<file path="src/sv/ppt_pkg.sv">
// Package for the pixel point transform: field widths, register indexes,
// reset values and the mode codes. No dependencies.
`default_nettype none

package ppt_pkg;

   localparam int unsigned PIXEL_WIDTH     = 8;
   localparam int unsigned KNEE_WIDTH      = 7;
   localparam int unsigned MODE_WIDTH      = 2;
   localparam int unsigned CSR_INDEX_WIDTH = 2;
   localparam int unsigned CSR_DATA_WIDTH  = 7;

   typedef enum logic [MODE_WIDTH-1:0] {
      MODE_PASS     = 2'd0,
      MODE_NEGATIVE = 2'd1,
      MODE_BRIGHT   = 2'd2,
      MODE_CONTRAST = 2'd3
   } mode_type;

   typedef enum logic [CSR_INDEX_WIDTH-1:0] {
      CSR_MODE     = 2'd0,
      CSR_KNEE_IN  = 2'd1,
      CSR_KNEE_OUT = 2'd2,
      CSR_SPARE    = 2'd3
   } csr_index_type;

   localparam mode_type              MODE_RESET     = MODE_PASS;
   localparam logic [KNEE_WIDTH-1:0] KNEE_IN_RESET  = 7'd110;
   localparam logic [KNEE_WIDTH-1:0] KNEE_OUT_RESET = 7'd70;
   localparam logic [PIXEL_WIDTH-1:0] PIXEL_SAT     = 8'd255;

endpackage

`default_nettype wire

</file>
<file path="src/sv/ppt_seg_stage.sv">
// Entry stage: picks the curve segment for a pixel, forms numerator, divisor
// and offset, and registers them. Depends on ppt_pkg.
`default_nettype none

module ppt_seg_stage #(
   parameter int unsigned PIXEL_MAX = 255
) (
   input  wire logic                                clock,
   input  wire logic                                reset,
   input  wire logic                                in_valid,
   output logic                                     in_ready,
   input  wire logic [ppt_pkg::PIXEL_WIDTH-1:0]     in_pixel,
   input  wire ppt_pkg::mode_type                   mode,
   input  wire logic [ppt_pkg::KNEE_WIDTH-1:0]      knee_in,
   input  wire logic [ppt_pkg::KNEE_WIDTH-1:0]      knee_out,
   output logic                                     out_valid,
   input  wire logic                                out_ready,
   output logic [2*$clog2(PIXEL_MAX+1)-1:0]         out_rem,
   output logic [2*$clog2(PIXEL_MAX+1)-2:0]         out_dsh,
   output logic [$clog2(PIXEL_MAX+1)-1:0]           out_ofs
);

   localparam int unsigned W = $clog2(PIXEL_MAX + 1);
   localparam logic [W-1:0] P_W = W'(PIXEL_MAX);

   logic [W-1:0]                        x_w;
   logic [W-1:0]                        b_w;
   logic [W-1:0]                        a_w;
   logic                                seg_low;
   logic                                seg_mid;
   logic [W-1:0]                        coef;
   logic [ppt_pkg::PIXEL_WIDTH-1:0]     delta;
   logic [W-1:0]                        divisor;
   logic [W-1:0]                        offset;
   logic [2*W-1:0]                      product;

   logic                                valid_ff;
   logic [2*W-1:0]                      rem_ff;
   logic [2*W-2:0]                      dsh_ff;
   logic [W-1:0]                        ofs_ff;

   // A zero knee is treated as one so no divisor is ever zero.
   assign b_w = (knee_in == '0) ? W'(1) : W'(knee_in);
   assign a_w = W'(knee_out);
   assign x_w = W'(in_pixel);

   assign seg_low = (x_w <= b_w);
   assign seg_mid = (x_w <= (P_W - b_w));

   always_comb begin
      coef    = '0;
      delta   = '0;
      divisor = W'(1);
      offset  = x_w;
      unique case (mode)
         ppt_pkg::MODE_PASS: begin
            offset = x_w;
         end
         ppt_pkg::MODE_NEGATIVE: begin
            offset = P_W - x_w;
         end
         ppt_pkg::MODE_BRIGHT: begin
            priority if (seg_low) begin
               coef    = a_w;
               delta   = in_pixel;
               divisor = b_w;
               offset  = '0;
            end else if (seg_mid) begin
               coef    = P_W - (a_w << 1);
               delta   = ppt_pkg::PIXEL_WIDTH'(x_w - b_w);
               divisor = P_W - (b_w << 1);
               offset  = a_w;
            end else begin
               coef    = a_w;
               delta   = ppt_pkg::PIXEL_WIDTH'(x_w - (P_W - b_w));
               divisor = b_w;
               offset  = P_W - a_w;
            end
         end
         ppt_pkg::MODE_CONTRAST: begin
            priority if (seg_low) begin
               coef    = a_w;
               delta   = in_pixel;
               divisor = b_w;
               offset  = '0;
            end else begin
               coef    = P_W - a_w;
               delta   = ppt_pkg::PIXEL_WIDTH'(x_w - b_w);
               divisor = P_W - b_w;
               offset  = a_w;
            end
         end
      endcase
   end

   assign product = (2*W)'(coef) * (2*W)'(delta);

   assign in_ready = !valid_ff || out_ready;

   always_ff @(posedge clock) begin
      if (reset) begin
         valid_ff <= 1'b0;
      end else if (in_ready) begin
         valid_ff <= in_valid;
      end
      if (in_valid && in_ready) begin
         rem_ff <= product;
         dsh_ff <= (2*W-1)'(divisor) << (W - 1);
         ofs_ff <= offset;
      end
   end

   assign out_valid = valid_ff;
   assign out_rem   = rem_ff;
   assign out_dsh   = dsh_ff;
   assign out_ofs   = ofs_ff;

endmodule

`default_nettype wire

</file>
<file path="src/sv/ppt_div_cell.sv">
// One restoring-division cell: resolves one quotient bit, MSB first, and
// hands the partial remainder and halved divisor to the next cell. Uses no package.
`default_nettype none

module ppt_div_cell #(
   parameter int unsigned W = 8
) (
   input  wire logic            clock,
   input  wire logic            reset,
   input  wire logic            in_valid,
   output logic                 in_ready,
   input  wire logic [2*W-1:0]  in_rem,
   input  wire logic [2*W-2:0]  in_dsh,
   input  wire logic [W-1:0]    in_quo,
   input  wire logic [W-1:0]    in_ofs,
   output logic                 out_valid,
   input  wire logic            out_ready,
   output logic [2*W-1:0]       out_rem,
   output logic [2*W-2:0]       out_dsh,
   output logic [W-1:0]         out_quo,
   output logic [W-1:0]         out_ofs
);

   logic             fits;
   logic [2*W-1:0]   rem_in;

   logic             valid_ff;
   logic [2*W-1:0]   rem_ff;
   logic [2*W-2:0]   dsh_ff;
   logic [W-1:0]     quo_ff;
   logic [W-1:0]     ofs_ff;

   assign fits   = (in_rem >= {1'b0, in_dsh});
   assign rem_in = fits ? (in_rem - {1'b0, in_dsh}) : in_rem;

   // Advance when this cell is empty or its content moves on.
   assign in_ready = !valid_ff || out_ready;

   always_ff @(posedge clock) begin
      if (reset) begin
         valid_ff <= 1'b0;
      end else if (in_ready) begin
         valid_ff <= in_valid;
      end
      if (in_valid && in_ready) begin
         rem_ff <= rem_in;
         dsh_ff <= in_dsh >> 1;
         quo_ff <= {in_quo[W-2:0], fits};
         ofs_ff <= in_ofs;
      end
   end

   assign out_valid = valid_ff;
   assign out_rem   = rem_ff;
   assign out_dsh   = dsh_ff;
   assign out_quo   = quo_ff;
   assign out_ofs   = ofs_ff;

endmodule

`default_nettype wire

</file>
<file path="src/sv/pixel_point_transform.sv">
// Pixel point transform top level: configuration registers, entry stage,
// division cell chain and output register. Depends on ppt_pkg, ppt_seg_stage, ppt_div_cell.
//
// Maps each 8-bit pixel through one of four curves chosen by the mode
// register: pass-through, negative, three-segment brightness, two-segment
// contrast. Knee input and output levels come from the csr_* write port, to be
// written by the user only while no pixel is in flight; the block does not enforce it.
// Pixels enter on req_valid/req_ready and leave on rsp_valid/rsp_ready; one
// result transfer per request transfer, in order.
// A pixel passes through the entry stage (segment select and multiply), the
// division cells (one quotient bit each) and the output register (offset add,
// clamp).
// Throughput: one pixel per clock while the receiver takes results.
// When the receiver stalls, the result holds and pixels keep entering until
// every stage holds one; req_ready then drops.
// Reset empties the pipeline and loads mode 0, knee_in 110, knee_out 70.
`default_nettype none

module pixel_point_transform #(
   parameter int unsigned PIXEL_MAX = 255
) (
   input  wire logic                                  clock,
   input  wire logic                                  reset,
   input  wire logic                                  req_valid,
   output logic                                       req_ready,
   input  wire logic [ppt_pkg::PIXEL_WIDTH-1:0]       req_pixel_in,
   output logic                                       rsp_valid,
   input  wire logic                                  rsp_ready,
   output logic [ppt_pkg::PIXEL_WIDTH-1:0]            rsp_pixel_out,
   input  wire logic                                  csr_we,
   input  wire logic [ppt_pkg::CSR_INDEX_WIDTH-1:0]   csr_index,
   input  wire logic [ppt_pkg::CSR_DATA_WIDTH-1:0]    csr_wdata
);

   localparam int unsigned W = $clog2(PIXEL_MAX + 1);

   ppt_pkg::mode_type                  mode_ff;
   logic [ppt_pkg::KNEE_WIDTH-1:0]     knee_in_ff;
   logic [ppt_pkg::KNEE_WIDTH-1:0]     knee_out_ff;

   logic                               valid_chain [0:W];
   logic                               ready_chain [0:W];
   logic [2*W-1:0]                     rem_chain   [0:W-1];
   logic [2*W-2:0]                     dsh_chain   [0:W-1];
   logic [W-1:0]                       quo_chain   [0:W];
   logic [W-1:0]                       ofs_chain   [0:W];

   logic [W:0]                         sum;
   logic [ppt_pkg::PIXEL_WIDTH-1:0]    pixel_out_in;
   logic                               rsp_valid_ff;
   logic [ppt_pkg::PIXEL_WIDTH-1:0]    rsp_pixel_out_ff;

   always_ff @(posedge clock) begin
      if (reset) begin
         mode_ff     <= ppt_pkg::MODE_RESET;
         knee_in_ff  <= ppt_pkg::KNEE_IN_RESET;
         knee_out_ff <= ppt_pkg::KNEE_OUT_RESET;
      end else if (csr_we) begin
         unique case (ppt_pkg::csr_index_type'(csr_index))
            ppt_pkg::CSR_MODE:     mode_ff     <= ppt_pkg::mode_type'(
                                                     csr_wdata[ppt_pkg::MODE_WIDTH-1:0]);
            ppt_pkg::CSR_KNEE_IN:  knee_in_ff  <= csr_wdata[ppt_pkg::KNEE_WIDTH-1:0];
            ppt_pkg::CSR_KNEE_OUT: knee_out_ff <= csr_wdata[ppt_pkg::KNEE_WIDTH-1:0];
            ppt_pkg::CSR_SPARE: begin
               // drop writes to the unused index
            end
         endcase
      end
   end

   ppt_seg_stage #(
      .PIXEL_MAX (PIXEL_MAX)
   ) u_seg (
      .clock     (clock),
      .reset     (reset),
      .in_valid  (req_valid),
      .in_ready  (req_ready),
      .in_pixel  (req_pixel_in),
      .mode      (mode_ff),
      .knee_in   (knee_in_ff),
      .knee_out  (knee_out_ff),
      .out_valid (valid_chain[0]),
      .out_ready (ready_chain[0]),
      .out_rem   (rem_chain[0]),
      .out_dsh   (dsh_chain[0]),
      .out_ofs   (ofs_chain[0])
   );

   assign quo_chain[0] = '0;

   for (genvar i = 0; i < W; i++) begin : g_cell
      if (i < W - 1) begin : g_mid
         ppt_div_cell #(
            .W (W)
         ) u_cell (
            .clock     (clock),
            .reset     (reset),
            .in_valid  (valid_chain[i]),
            .in_ready  (ready_chain[i]),
            .in_rem    (rem_chain[i]),
            .in_dsh    (dsh_chain[i]),
            .in_quo    (quo_chain[i]),
            .in_ofs    (ofs_chain[i]),
            .out_valid (valid_chain[i+1]),
            .out_ready (ready_chain[i+1]),
            .out_rem   (rem_chain[i+1]),
            .out_dsh   (dsh_chain[i+1]),
            .out_quo   (quo_chain[i+1]),
            .out_ofs   (ofs_chain[i+1])
         );
      end else begin : g_last
         // the final remainder and divisor are not needed
         ppt_div_cell #(
            .W (W)
         ) u_cell (
            .clock     (clock),
            .reset     (reset),
            .in_valid  (valid_chain[i]),
            .in_ready  (ready_chain[i]),
            .in_rem    (rem_chain[i]),
            .in_dsh    (dsh_chain[i]),
            .in_quo    (quo_chain[i]),
            .in_ofs    (ofs_chain[i]),
            .out_valid (valid_chain[i+1]),
            .out_ready (ready_chain[i+1]),
            .out_rem   (),
            .out_dsh   (),
            .out_quo   (quo_chain[i+1]),
            .out_ofs   (ofs_chain[i+1])
         );
      end
   end

   assign ready_chain[W] = !rsp_valid_ff || rsp_ready;

   // Add the segment offset and clamp to the 8-bit range.
   assign sum          = (W+1)'(quo_chain[W]) + (W+1)'(ofs_chain[W]);
   assign pixel_out_in = (sum > (W+1)'(ppt_pkg::PIXEL_SAT)) ? ppt_pkg::PIXEL_SAT
                                                            : sum[ppt_pkg::PIXEL_WIDTH-1:0];

   always_ff @(posedge clock) begin
      if (reset) begin
         rsp_valid_ff <= 1'b0;
      end else if (ready_chain[W]) begin
         rsp_valid_ff <= valid_chain[W];
      end
      if (valid_chain[W] && ready_chain[W]) begin
         rsp_pixel_out_ff <= pixel_out_in;
      end
   end

   assign rsp_valid     = rsp_valid_ff;
   assign rsp_pixel_out = rsp_pixel_out_ff;

endmodule

`default_nettype wire

</file>
<file path="config.mk">
export PLATFORM = sky130hd
export DESIGN_NAME = pixel_point_transform
export DESIGN_NICKNAME = d
export VERILOG_FILES = /design/src/sv/ppt_pkg.sv /design/src/sv/ppt_seg_stage.sv /design/src/sv/ppt_div_cell.sv /design/src/sv/pixel_point_transform.sv
export SDC_FILE = /design/constraint.sdc
export NUM_CORES = 1
export LEC_CHECK = 0
export BUFFER_PORTS_ARGS = -buffer_cell sky130_fd_sc_hd__buf_2
export CAP_MARGIN = 10
export CORE_MARGIN = 5
export CORE_UTILIZATION = 28
export DETAILED_ROUTE_END_ITERATION = 8
export SETUP_SLACK_MARGIN = 0.2
export SLEW_MARGIN = 10
export SYNTH_ARGS = -nofsm -noshare
export SYNTH_HDL_FRONTEND = slang
export SYNTH_SLANG_ARGS = --single-unit
</file>
<file path="constraint.sdc">
create_clock -name clock -period 8.99 [get_ports clock]
set_input_delay 0.899 -clock clock [delete_from_list [all_inputs] [get_ports clock]]
set_output_delay 0.899 -clock clock [all_outputs]
set_load 0.02 [all_outputs]
</file>
==> flow_summary_export.csv, run 1 <==
group,metric,value,unit
global_routing,grt_pass1_wl,61.3,mm
cts,ctsRootBufferMaster,"clkbuf_16",
synthesis,synth-adder-area-share,13.7,%
synthesis,yosys_most_used_dff,"edfxtp_1",
synthesis,synth_cell_types,87,
timing,slew_headroom,25.3,%
critical_path,setup.worst_path.start_class,"flip-flop",
routing,wirelength,36.7,mm
finish,final_cell_count_no_fill,2540,
place,portBuffers,31,
timing,setup-tns-final,0,ns
finish,utilization,32.1,%
synthesis,synthXorXnorAreaFrac,3.23,%
routing,wire_per_inst,14.5,microns
critical_path,cp.arrival,7.97,ns
floorplan,core_area,66100,sq um
synthesis,yosysSeqAreaShare,52.2,%
global_routing,antenna_found_initial,1,
power_and_ir_drop,comb_power_share,7.8,%
synthesis,yosys.area.top_type_share,49.4,%
synthesis,synth_top_family_by_area,"compound AO/OA/AOI/OAI gates",
timing,rsz0062_at_grt,"no",
cts,clock_sinks,334,
cts,cts_tree,"yes",
timing,finalSetupViolCount,0,
power_and_ir_drop,intPower,2.71,mW
finish,drive_gt1_share,9.19,%
place,dp_cells,2475,
synthesis,syn_area,18700,sq um
finish,areaGrowthSynthToFinish,13.1,%
synthesis,synthMuxAreaShare,1.58,%
cts,clock_latency,0.52,ns
finish,final_cell_mix,"308 x edfxtp_1, 172 x inv_1, 131 x ha_1",
routing,firstDrtPassIters,6,
global_routing,grt_pass1_vias,12300,
critical_path,crit_fanout,13,
synthesis,synth-compound-area-share,13.9,%
critical_path,crit_type,"flip-flop to flip-flop",
floorplan,fp.dieH,269,microns
synthesis,ys_warn_count,0,
power_and_ir_drop,vdd_drop_max,117,uV
timing,finalCritPeriodShare,85.8,%
job,maxCapViolations,0,
global_routing,track_usage,10.1,%
finish,num_antenna_cells,0,
cts,numCtsBuffers,36,
routing,drc,0,
place,dp_hpwl,28.3,mm
global_routing,grt_max_degree,40,
timing,layout_min_cycle_time,7.71,ns
floorplan,die_w,269,microns
finish,final_common_cell,"edfxtp_1",
routing,postRouteAntennaNets,0,
synthesis,async_reset_ff_share,0,%
routing,vias,12100,
run_status,status,"finished, final reports clean",
cts,htree_levels,2,
cts,ctsHoldBuffers,0,
critical_path,cp-end-kind,"flip-flop",
synthesis,syn_avg_cell_area,11.7,sq um
floorplan,io_pins,32,
synthesis,synth_top_cell_by_area,"edfxtp_1",
cts,cts_resized,0,
place,gp_congestion,0.906,
synthesis,syn-num-nets,1801,
synthesis,netlist_instances,1602,
finish,nNetsFinal,1848,
synthesis,synth_area_leaders,"edfxtp_1 49%, ha_1 8.8%, fa_1 4.9%",
cts,cts_setup_buffers,0,
cts,path_clk_slew,0.06,ns
synthesis,synthSimpleGateAreaFrac,11.0,%
power_and_ir_drop,netSwitchingPower,0.772,mW
synthesis,synth-seq-cells,334,
timing,worst_pin_slew,1.12,ns
timing,hold_slack,0.403,ns
timing,hold_viol,0,
power_and_ir_drop,switching_share,22.2,%
power_and_ir_drop,leakage,8.02,nW
power_and_ir_drop,clock_power_share,42.1,%
cts,cts_max_path_buffers,3,
critical_path,critPathRequiredTime,9.25,ns
synthesis,synth_edf_count,308,
power_and_ir_drop,p_seq_share,50.0,%
worst_hold_path,hold_path.class,"flip-flop to flip-flop",
floorplan,row_count,94,
timing,maxSlewViolCount,0,
floorplan,initial_core_util,28.3,%
power_and_ir_drop,cellPowerDensity,164,nW/um^2
timing,fmax,130,MHz
routing,drtIter0Drc,909,
global_routing,grt_overflow,0,
floorplan,dieArea,72200,sq um
routing,viasPerCell,4.77,
timing,skew,0.0203,ns
[critical path, cell delays in order (launching register included)]
cell and delay, ns:
dfxtp_1 0.45, inv_1 0.20, a31oi_1 0.36, ha_1 0.26, fa_1 0.23, nor3_1 0.07
or3_1 0.45, a221o_1 0.60, nand2_1 0.22, inv_1 0.07, ha_1 0.17, mux2i_1 0.13
a21oi_1 0.08, buf_4 0.20, or2_2 0.29, fa_1 0.51, fa_1 0.54, inv_1 0.05
fa_1 0.53, inv_1 0.05, fa_1 0.52, inv_1 0.04, ha_1 0.32, o21ai_0 0.09
nor2_1 0.08, o41ai_1 0.53, o21ai_0 0.22, xor2_1 0.18
[per-stage QoR]
stage	area [sq um]	power [mW]	setup slack, ns
2_1_floorplan	18700	1.97	1.60
3_3_place_gp	20000	2.04	1.20
3_5_place_dp	20000	2.05	1.14
4_1_cts	21200	3.53	1.27
5_1_grt	21200	3.63	0.739
6_report	21200	3.48	1.28
[area by class of cell]
| class | instances | area [sq um] |
|---|---|---|
| Inverter | 172 | 646 |
| Fill cell | 6572 | 44900 |
| Timing Repair Buffer | 52 | 313 |
| Clock inverter | 21 | 262 |
| Sequential cell | 334 | 9770 |
| Tap cell | 864 | 1080 |
| Clock buffer | 44 | 931 |
| Multi-Input combinational cell | 1053 | 8190 |
[cells by family after synthesis]
kind of cell	Yosys count
AND/OR/NAND/NOR	404
AO/OA/AOI/OAI	375
flip-flops	334
buffers and inverters	215
adder cells (fa/ha/maj)	177
XOR/XNOR	69
multiplexers	28
[Yosys cell counts, types with 6 or more instances]
cell / n
a211o_1: 7
a211oi_1: 17
a21boi_0: 9
a21o_1: 23
a21oi_1: 99
a31oi_1: 11
and3_1: 12
buf_2: 8
clkbuf_1: 28
dfxtp_1: 26
edfxtp_1: 308
fa_1: 46
ha_1: 131
inv_1: 172
mux2_2: 12
mux2i_1: 16
nand2_1: 67
nand2b_1: 18
nand3_1: 29
nand3b_1: 7
nand4_1: 6
nand4b_1: 6
nor2_1: 120
nor2b_1: 32
nor3_1: 48
nor4_1: 8
o211ai_1: 10
o21a_1: 22
o21ai_0: 73
o22ai_1: 9
o31a_1: 12
o31ai_1: 27
or2_2: 6
or3_1: 10
xnor2_1: 37
xor2_1: 32
[power by group through the flow]
stage	Clock [mW]	Sequential (mW)	Combinational, mW
after CTS	1.52	1.74	0.272
after global routing	1.58	1.75	0.302
after floorplan	0	1.77	0.201
after detailed placement	0	1.78	0.271
after global placement	0	1.78	0.266
final	1.47	1.74	0.273
[final timing paths]
path | from | end | slack, ns | cells after the start
min | g_cell[2].g_mid.u_cell.out_ofs[3] | g_cell[3].g_mid.u_cell.out_ofs[3] | 0.40 | 0
max | knee_in_ff[1] | u_seg.out_rem[14] | 1.28 | 27
max reg2reg | knee_in_ff[1] | u_seg.out_rem[14] | 1.28 | 27
min reg2reg | g_cell[2].g_mid.u_cell.out_ofs[3] | g_cell[3].g_mid.u_cell.out_ofs[3] | 0.40 | 0
[sequential cells by signal, indices dropped and copies added (netlist names), 7 cells and up]
signal	cells
g_cell.g_mid.u_cell.out_rem	112
rsp_pixel_out	8
knee_in_ff	7
knee_out_ff	7
g_cell.g_mid.u_cell.out_dsh	56
u_seg.out_rem	16
g_cell.g_mid.u_cell.out_quo	28
u_seg.out_dsh	8
g_cell.g_last.u_cell.out_ofs	8
g_cell.g_mid.u_cell.out_ofs	56
g_cell.g_mid.u_cell.out_valid	7
u_seg.out_ofs	8
g_cell.g_last.u_cell.out_quo	8
[metal layers]
layer / up-vias / routed length [microns] / GRT usage [%]
met2: 282 / 18800 / 18.4
met1: 5790 / 15300 / 12.3
met4: 2 / 1200 / 3.62
li1: 5952 / - / -
met3: 88 / 1410 / 1.51
met5: - / 12 / 0
(Power assumes the default switching activity.)
==> run 2: changes to the inputs <==
--- a/config.mk
+++ b/config.mk
@@ -7,11 +7,12 @@
 export LEC_CHECK = 0
 export BUFFER_PORTS_ARGS = -buffer_cell sky130_fd_sc_hd__buf_2
 export CAP_MARGIN = 10
-export CORE_MARGIN = 5
+export CORE_MARGIN = 2
 export CORE_UTILIZATION = 28
 export DETAILED_ROUTE_END_ITERATION = 8
 export SETUP_SLACK_MARGIN = 0.2
 export SLEW_MARGIN = 10
 export SYNTH_ARGS = -nofsm -noshare
 export SYNTH_HDL_FRONTEND = slang
+export SYNTH_HIERARCHICAL = 1
 export SYNTH_SLANG_ARGS = --single-unit
==> run 2 against run 1 <==
Wire length grew 35%; utilization shrank 0.71 points; sequential power grew 14%; critical path depth is the same; largest power group unchanged; highest routed layer is now met4.
==> flow_summary_export.csv, run 2 <==
group,metric,value,unit
critical_path,r2r_start,"knee_in_ff[1]",
floorplan,dieArea,88700,sq um
timing,skew,0.0165,ns
place,dp_cells,3406,
timing,fmax,126,MHz
floorplan,initial_core_util,28.3,%
floorplan,row_count,107,
finish,largest_reg_flops,112,
timing,setup-tns-final,0,ns
synthesis,netlist_instances,2286,
routing,drc,0,
cts,cts_resized,0,
floorplan,die_w,298,microns
finish,utilization,31.3,%
critical_path,critPathRequiredTime,9.34,ns
global_routing,grt_pass1_vias,15900,
timing,worst_pin_slew,1.14,ns
worst_hold_path,hold_path.class,"flip-flop to flip-flop",
critical_path,cp-end-kind,"flip-flop",
critical_path,crit_fanout,38,
place,gp_congestion,0.887,
timing,finalCritPeriodShare,88.4,%
floorplan,core_area,85400,sq um
power_and_ir_drop,cellPowerDensity,155,nW/um^2
timing,maxSlewViolCount,0,
global_routing,grt_pass1_wl,80.8,mm
global_routing,grt_max_degree,46,
routing,viasPerCell,4.69,
routing,wirelength,49.5,mm
routing,vias,16400,
place,portBuffers,31,
critical_path,reg2reg_slack,1.05,ns
run_status,status,"finished, final reports clean",
cts,cts_tree,"yes",
global_routing,track_usage,11.1,%
job,maxCapViolations,0,
routing,drtIter0Drc,1057,
cts,clock_latency,0.57,ns
power_and_ir_drop,finalPower,4.14,mW
timing,layout_min_cycle_time,7.94,ns
cts,htree_levels,2,
cts,cts_max_path_buffers,3,
global_routing,grt_overflow,0,
timing,rsz0062_at_grt,"no",
power_and_ir_drop,vdd_drop_max,127,uV
timing,slew_headroom,23.8,%
finish,multi_input_area,11700,sq um
cts,cts_setup_buffers,0,
cts,ctsRootBufferMaster,"clkbuf_16",
synthesis,syn_area,24200,sq um
routing,firstDrtPassIters,5,
cts,path_clk_slew,0.06,ns
cts,clock_sinks,376,
worst_hold_path,min_from,"g_cell[2].g_mid.u_cell/out_ofs[3]",
synthesis,syn_avg_cell_area,10.6,sq um
routing,postRouteAntennaNets,0,
critical_path,crit_type,"flip-flop to flip-flop",
routing,wire_per_inst,14.2,microns
critical_path,cp.arrival,8.29,ns
finish,final_cell_mix,"350 x edfxtp_1, 255 x inv_1, 196 x nand2_1",
finish,fill_cells,8751,
floorplan,io_pins,32,
critical_path,setup.worst_path.start_class,"flip-flop",
cts,numCtsBuffers,44,
finish,final_cell_count_no_fill,3487,
finish,num_antenna_cells,0,
timing,layout_setup_ws,1.05,ns
finish,drive_gt1_share,8.24,%
finish,final_common_cell,"edfxtp_1",
power_and_ir_drop,leakage,10.6,nW
critical_path,crit_path_start,"knee_in_ff[1]",
place,pre_cts_slack,1.05,ns
synthesis,ys_warn_count,6,
global_routing,antenna_found_initial,0,
finish,nNetsFinal,2564,
finish,register_area,11000,sq um
cts,ctsHoldBuffers,0,
place,dp_hpwl,37.9,mm
finish,areaGrowthSynthToFinish,10.8,%
timing,finalSetupViolCount,0,
floorplan,fp.dieH,298,microns
timing,hold_viol,0,
-- run 2: metal layers --
metal | wire length [microns] | GRT usage [%]
met3 | 1760 | 1.64
met2 | 24400 | 19.5
met4 | 1850 | 4.43
met5 | 0 | 0
met1 | 21500 | 13.4
-- run 2: cell type report --
class / instances / share of cell area (%)
Clock inverter: 30 / 0.967
Tap cell: 1144 / 5.35
Inverter: 261 / 3.69
Sequential cell: 376 / 41.2
Multi-Input combinational cell: 1582 / 43.7
Clock buffer: 51 / 4.21
Timing Repair Buffer: 43 / 0.916
-- run 2: worst paths after layout --
| path | to | cells past startpoint |
|---|---|---|
| max | u_seg/out_rem[13] | 27 |
| min | g_cell[3].g_mid.u_cell/out_ofs[3] | 0 |
| max reg2reg | u_seg/out_rem[13] | 27 |
| min reg2reg | g_cell[3].g_mid.u_cell/out_ofs[3] | 0 |
-- run 2: report_power, final --
group	switching, mW	internal (mW)
Clock	0.706	0.992
Sequential	0.0255	1.96
Combinational	0.281	0.181
-- run 2: stage by stage --
step / area [sq um] / hold WS (ns)
finish: 26800 / 0.415
global route: 26800 / 0.412
CTS: 26800 / 0.414
detailed placement: 25400 / 0.405
global placement: 25400 / 0.403
floorplan: 24200 / 0.400
-- run 2: critical path, stage by stage, from the launching register on --
cell	delay [ns]
dfxtp_1	0.58
nor4_1	0.08
a31oi_1	0.34
inv_1	0.14
ha_1	0.24
fa_1	0.46
nand2b_1	0.26
a211oi_2	0.34
o21a_2	0.63
buf_4	0.30
nor2b_1	0.06
o21ai_1	0.39
a21oi_1	0.16
fa_1	0.56
inv_1	0.06
fa_1	0.53
inv_1	0.05
fa_1	0.47
inv_1	0.05
fa_1	0.47
inv_1	0.04
ha_1	0.31
o21a_1	0.12
o31a_1	0.13
o31a_1	0.28
o211ai_1	0.29
nand2_1	0.08
o311ai_0	0.32
==> run 3: changes to the inputs <==
--- a/config.mk
+++ b/config.mk
@@ -10,6 +10,7 @@
 export CORE_MARGIN = 2
 export CORE_UTILIZATION = 28
 export DETAILED_ROUTE_END_ITERATION = 8
+export PLACE_DENSITY = 0.41
 export SETUP_SLACK_MARGIN = 0.2
 export SLEW_MARGIN = 10
 export SYNTH_ARGS = -nofsm -noshare
==> run 3 against run 2 <==
Die area unchanged; clock skew up 0.015 ns; critical path type unchanged; first-iteration DRC count is 14% lower; combinational power grew 5.0%; critical path depth is 1 lower; sequential power is essentially flat; wire length grew 19%; cell count grew 0.11%; worst hold slack got worse by 0.0013 ns; sequential share of layout area down 0.16 points; maximum frequency about the same; highest routed layer unchanged; total power increased by 2.6%.
==> flow_summary_export.csv, run 3 (synthesized netlist as in run 2, its figures left out) <==
group,metric,value,unit
critical_path,crit_slowest_cell,"dfxtp_1",
power_and_ir_drop,finalPower,4.25,mW
routing,drtIter0Drc,908,
floorplan,io_pins,32,
critical_path,slowest_delay,0.59,ns
routing,drc,0,
finish,drive_gt1_share,8.05,%
critical_path,crit_type,"flip-flop to flip-flop",
timing,finalSetupViolCount,0,
critical_path,crit_fanout,48,
cts,htree_levels,2,
timing,worst_pin_slew,1.05,ns
timing,hold_slack,0.414,ns
cts,cts_resized,0,
place,portBuffers,31,
floorplan,dieArea,88700,sq um
power_and_ir_drop,cellPowerDensity,158,nW/um^2
cts,clock_sinks,376,
timing,slew_headroom,30.1,%
global_routing,antenna_found_initial,0,
critical_path,r2r_cells,26,
timing,maxSlewViolCount,0,
cts,numCtsBuffers,47,
global_routing,grt_max_degree,49,
power_and_ir_drop,leakage,10.6,nW
worst_hold_path,holdPathStages,0,
routing,firstDrtPassIters,5,
cts,path_clk_slew,0.06,ns
timing,skew,0.0318,ns
critical_path,critPathRequiredTime,9.32,ns
timing,rsz0062_at_grt,"no",
routing,viasPerCell,4.76,
routing,wire_per_inst,16.9,microns
timing,fmax,126,MHz
routing,wirelength,58.8,mm
finish,num_antenna_cells,0,
critical_path,cp-end-kind,"flip-flop",
finish,areaGrowthSynthToFinish,11.2,%
finish,nNetsFinal,2566,
cts,cts_setup_buffers,0,
floorplan,die_w,298,microns
timing,hold_viol,0,
run_status,status,"finished, final reports clean",
floorplan,fp.dieH,298,microns
critical_path,setup.worst_path.start_class,"flip-flop",
critical_path,cp.arrival,8.28,ns
critical_path,reg2reg_slack,1.04,ns
global_routing,grt_overflow,0,
place,gp_congestion,0.911,
worst_hold_path,hold_path.class,"flip-flop to flip-flop",
floorplan,initial_core_util,28.3,%
timing,setup-tns-final,0,ns
timing,layout_min_cycle_time,7.95,ns
global_routing,track_usage,13.1,%
job,maxCapViolations,0,
cts,cts_tree,"yes",
routing,postRouteAntennaNets,0,
cts,ctsRootBufferMaster,"clkbuf_16",
global_routing,grt_pass1_vias,17000,
power_and_ir_drop,vdd_drop_max,118,uV
cts,ctsHoldBuffers,0,
floorplan,row_count,107,
place,dp_hpwl,46.3,mm
finish,largest_reg_flops,112,
timing,finalCritPeriodShare,88.4,%
routing,vias,16600,
cts,cts_max_path_buffers,3,
global_routing,grt_pass1_wl,94.1,mm
floorplan,core_area,85400,sq um
finish,final_common_cell,"edfxtp_1",
finish,final_cell_mix,"350 x edfxtp_1, 255 x inv_1, 196 x nand2_1",
cts,clock_latency,0.59,ns
-- run 3: cell type report --
cell class	instances	area (sq um)
fill	8822	58500
timing repair buffer	42	238
clock buffer	60	1220
multi-input combinational	1582	11700
sequential	376	11000
clock inverter	26	238
tap	1144	1430
inverter	261	987
-- run 3: final timing paths --
path,from,to
setup reg to reg,knee_in_ff[1],u_seg/out_rem[15]
hold / removal,g_cell[2].g_mid.u_cell/out_ofs[4],g_cell[3].g_mid.u_cell/out_ofs[4]
setup / recovery,knee_in_ff[1],u_seg/out_rem[15]
hold reg to reg,g_cell[2].g_mid.u_cell/out_ofs[4],g_cell[3].g_mid.u_cell/out_ofs[4]
-- run 3: routing by layer --
layer | global-route usage, % | routed length (microns) | vias up
met5 | 0 | 0 | -
met4 | 4.53 | 1760 | 0
met3 | 1.60 | 1660 | 108
met2 | 23.7 | 29400 | 260
met1 | 16.1 | 26000 | 7948
li1 | - | - | 8316
-- run 3: worst max-delay path, delay by kind of cell (launching register included) --
kind / cells / cell delay, ns
fa+ha+maj: 8 / 3.38
compound gates: 9 / 2.76
flops: 1 / 0.59
simple gates: 4 / 0.59
buf+inv: 5 / 0.32
-- run 3: per-stage QoR --
step,setup slack (ns),util (%),area (sq um),std cells
after global placement,0.943,29.7,25400,3405
final,1.04,31.5,26900,3491
after global routing,0.421,31.5,26900,3491
after CTS,0.780,31.5,26900,3491
after floorplan,1.94,-,24200,2292
after detailed placement,0.792,29.7,25400,3405
-- run 3: where the power goes --
group | switching [mW] | internal (mW) | leakage (nW) | total [mW]
clock | 0.751 | 1.03 | 0.706 | 1.78
sequential | 0.0298 | 1.96 | 3.42 | 1.99
combinational | 0.303 | 0.182 | 6.49 | 0.485
total | 1.08 | 3.17 | 10.6 | 4.25
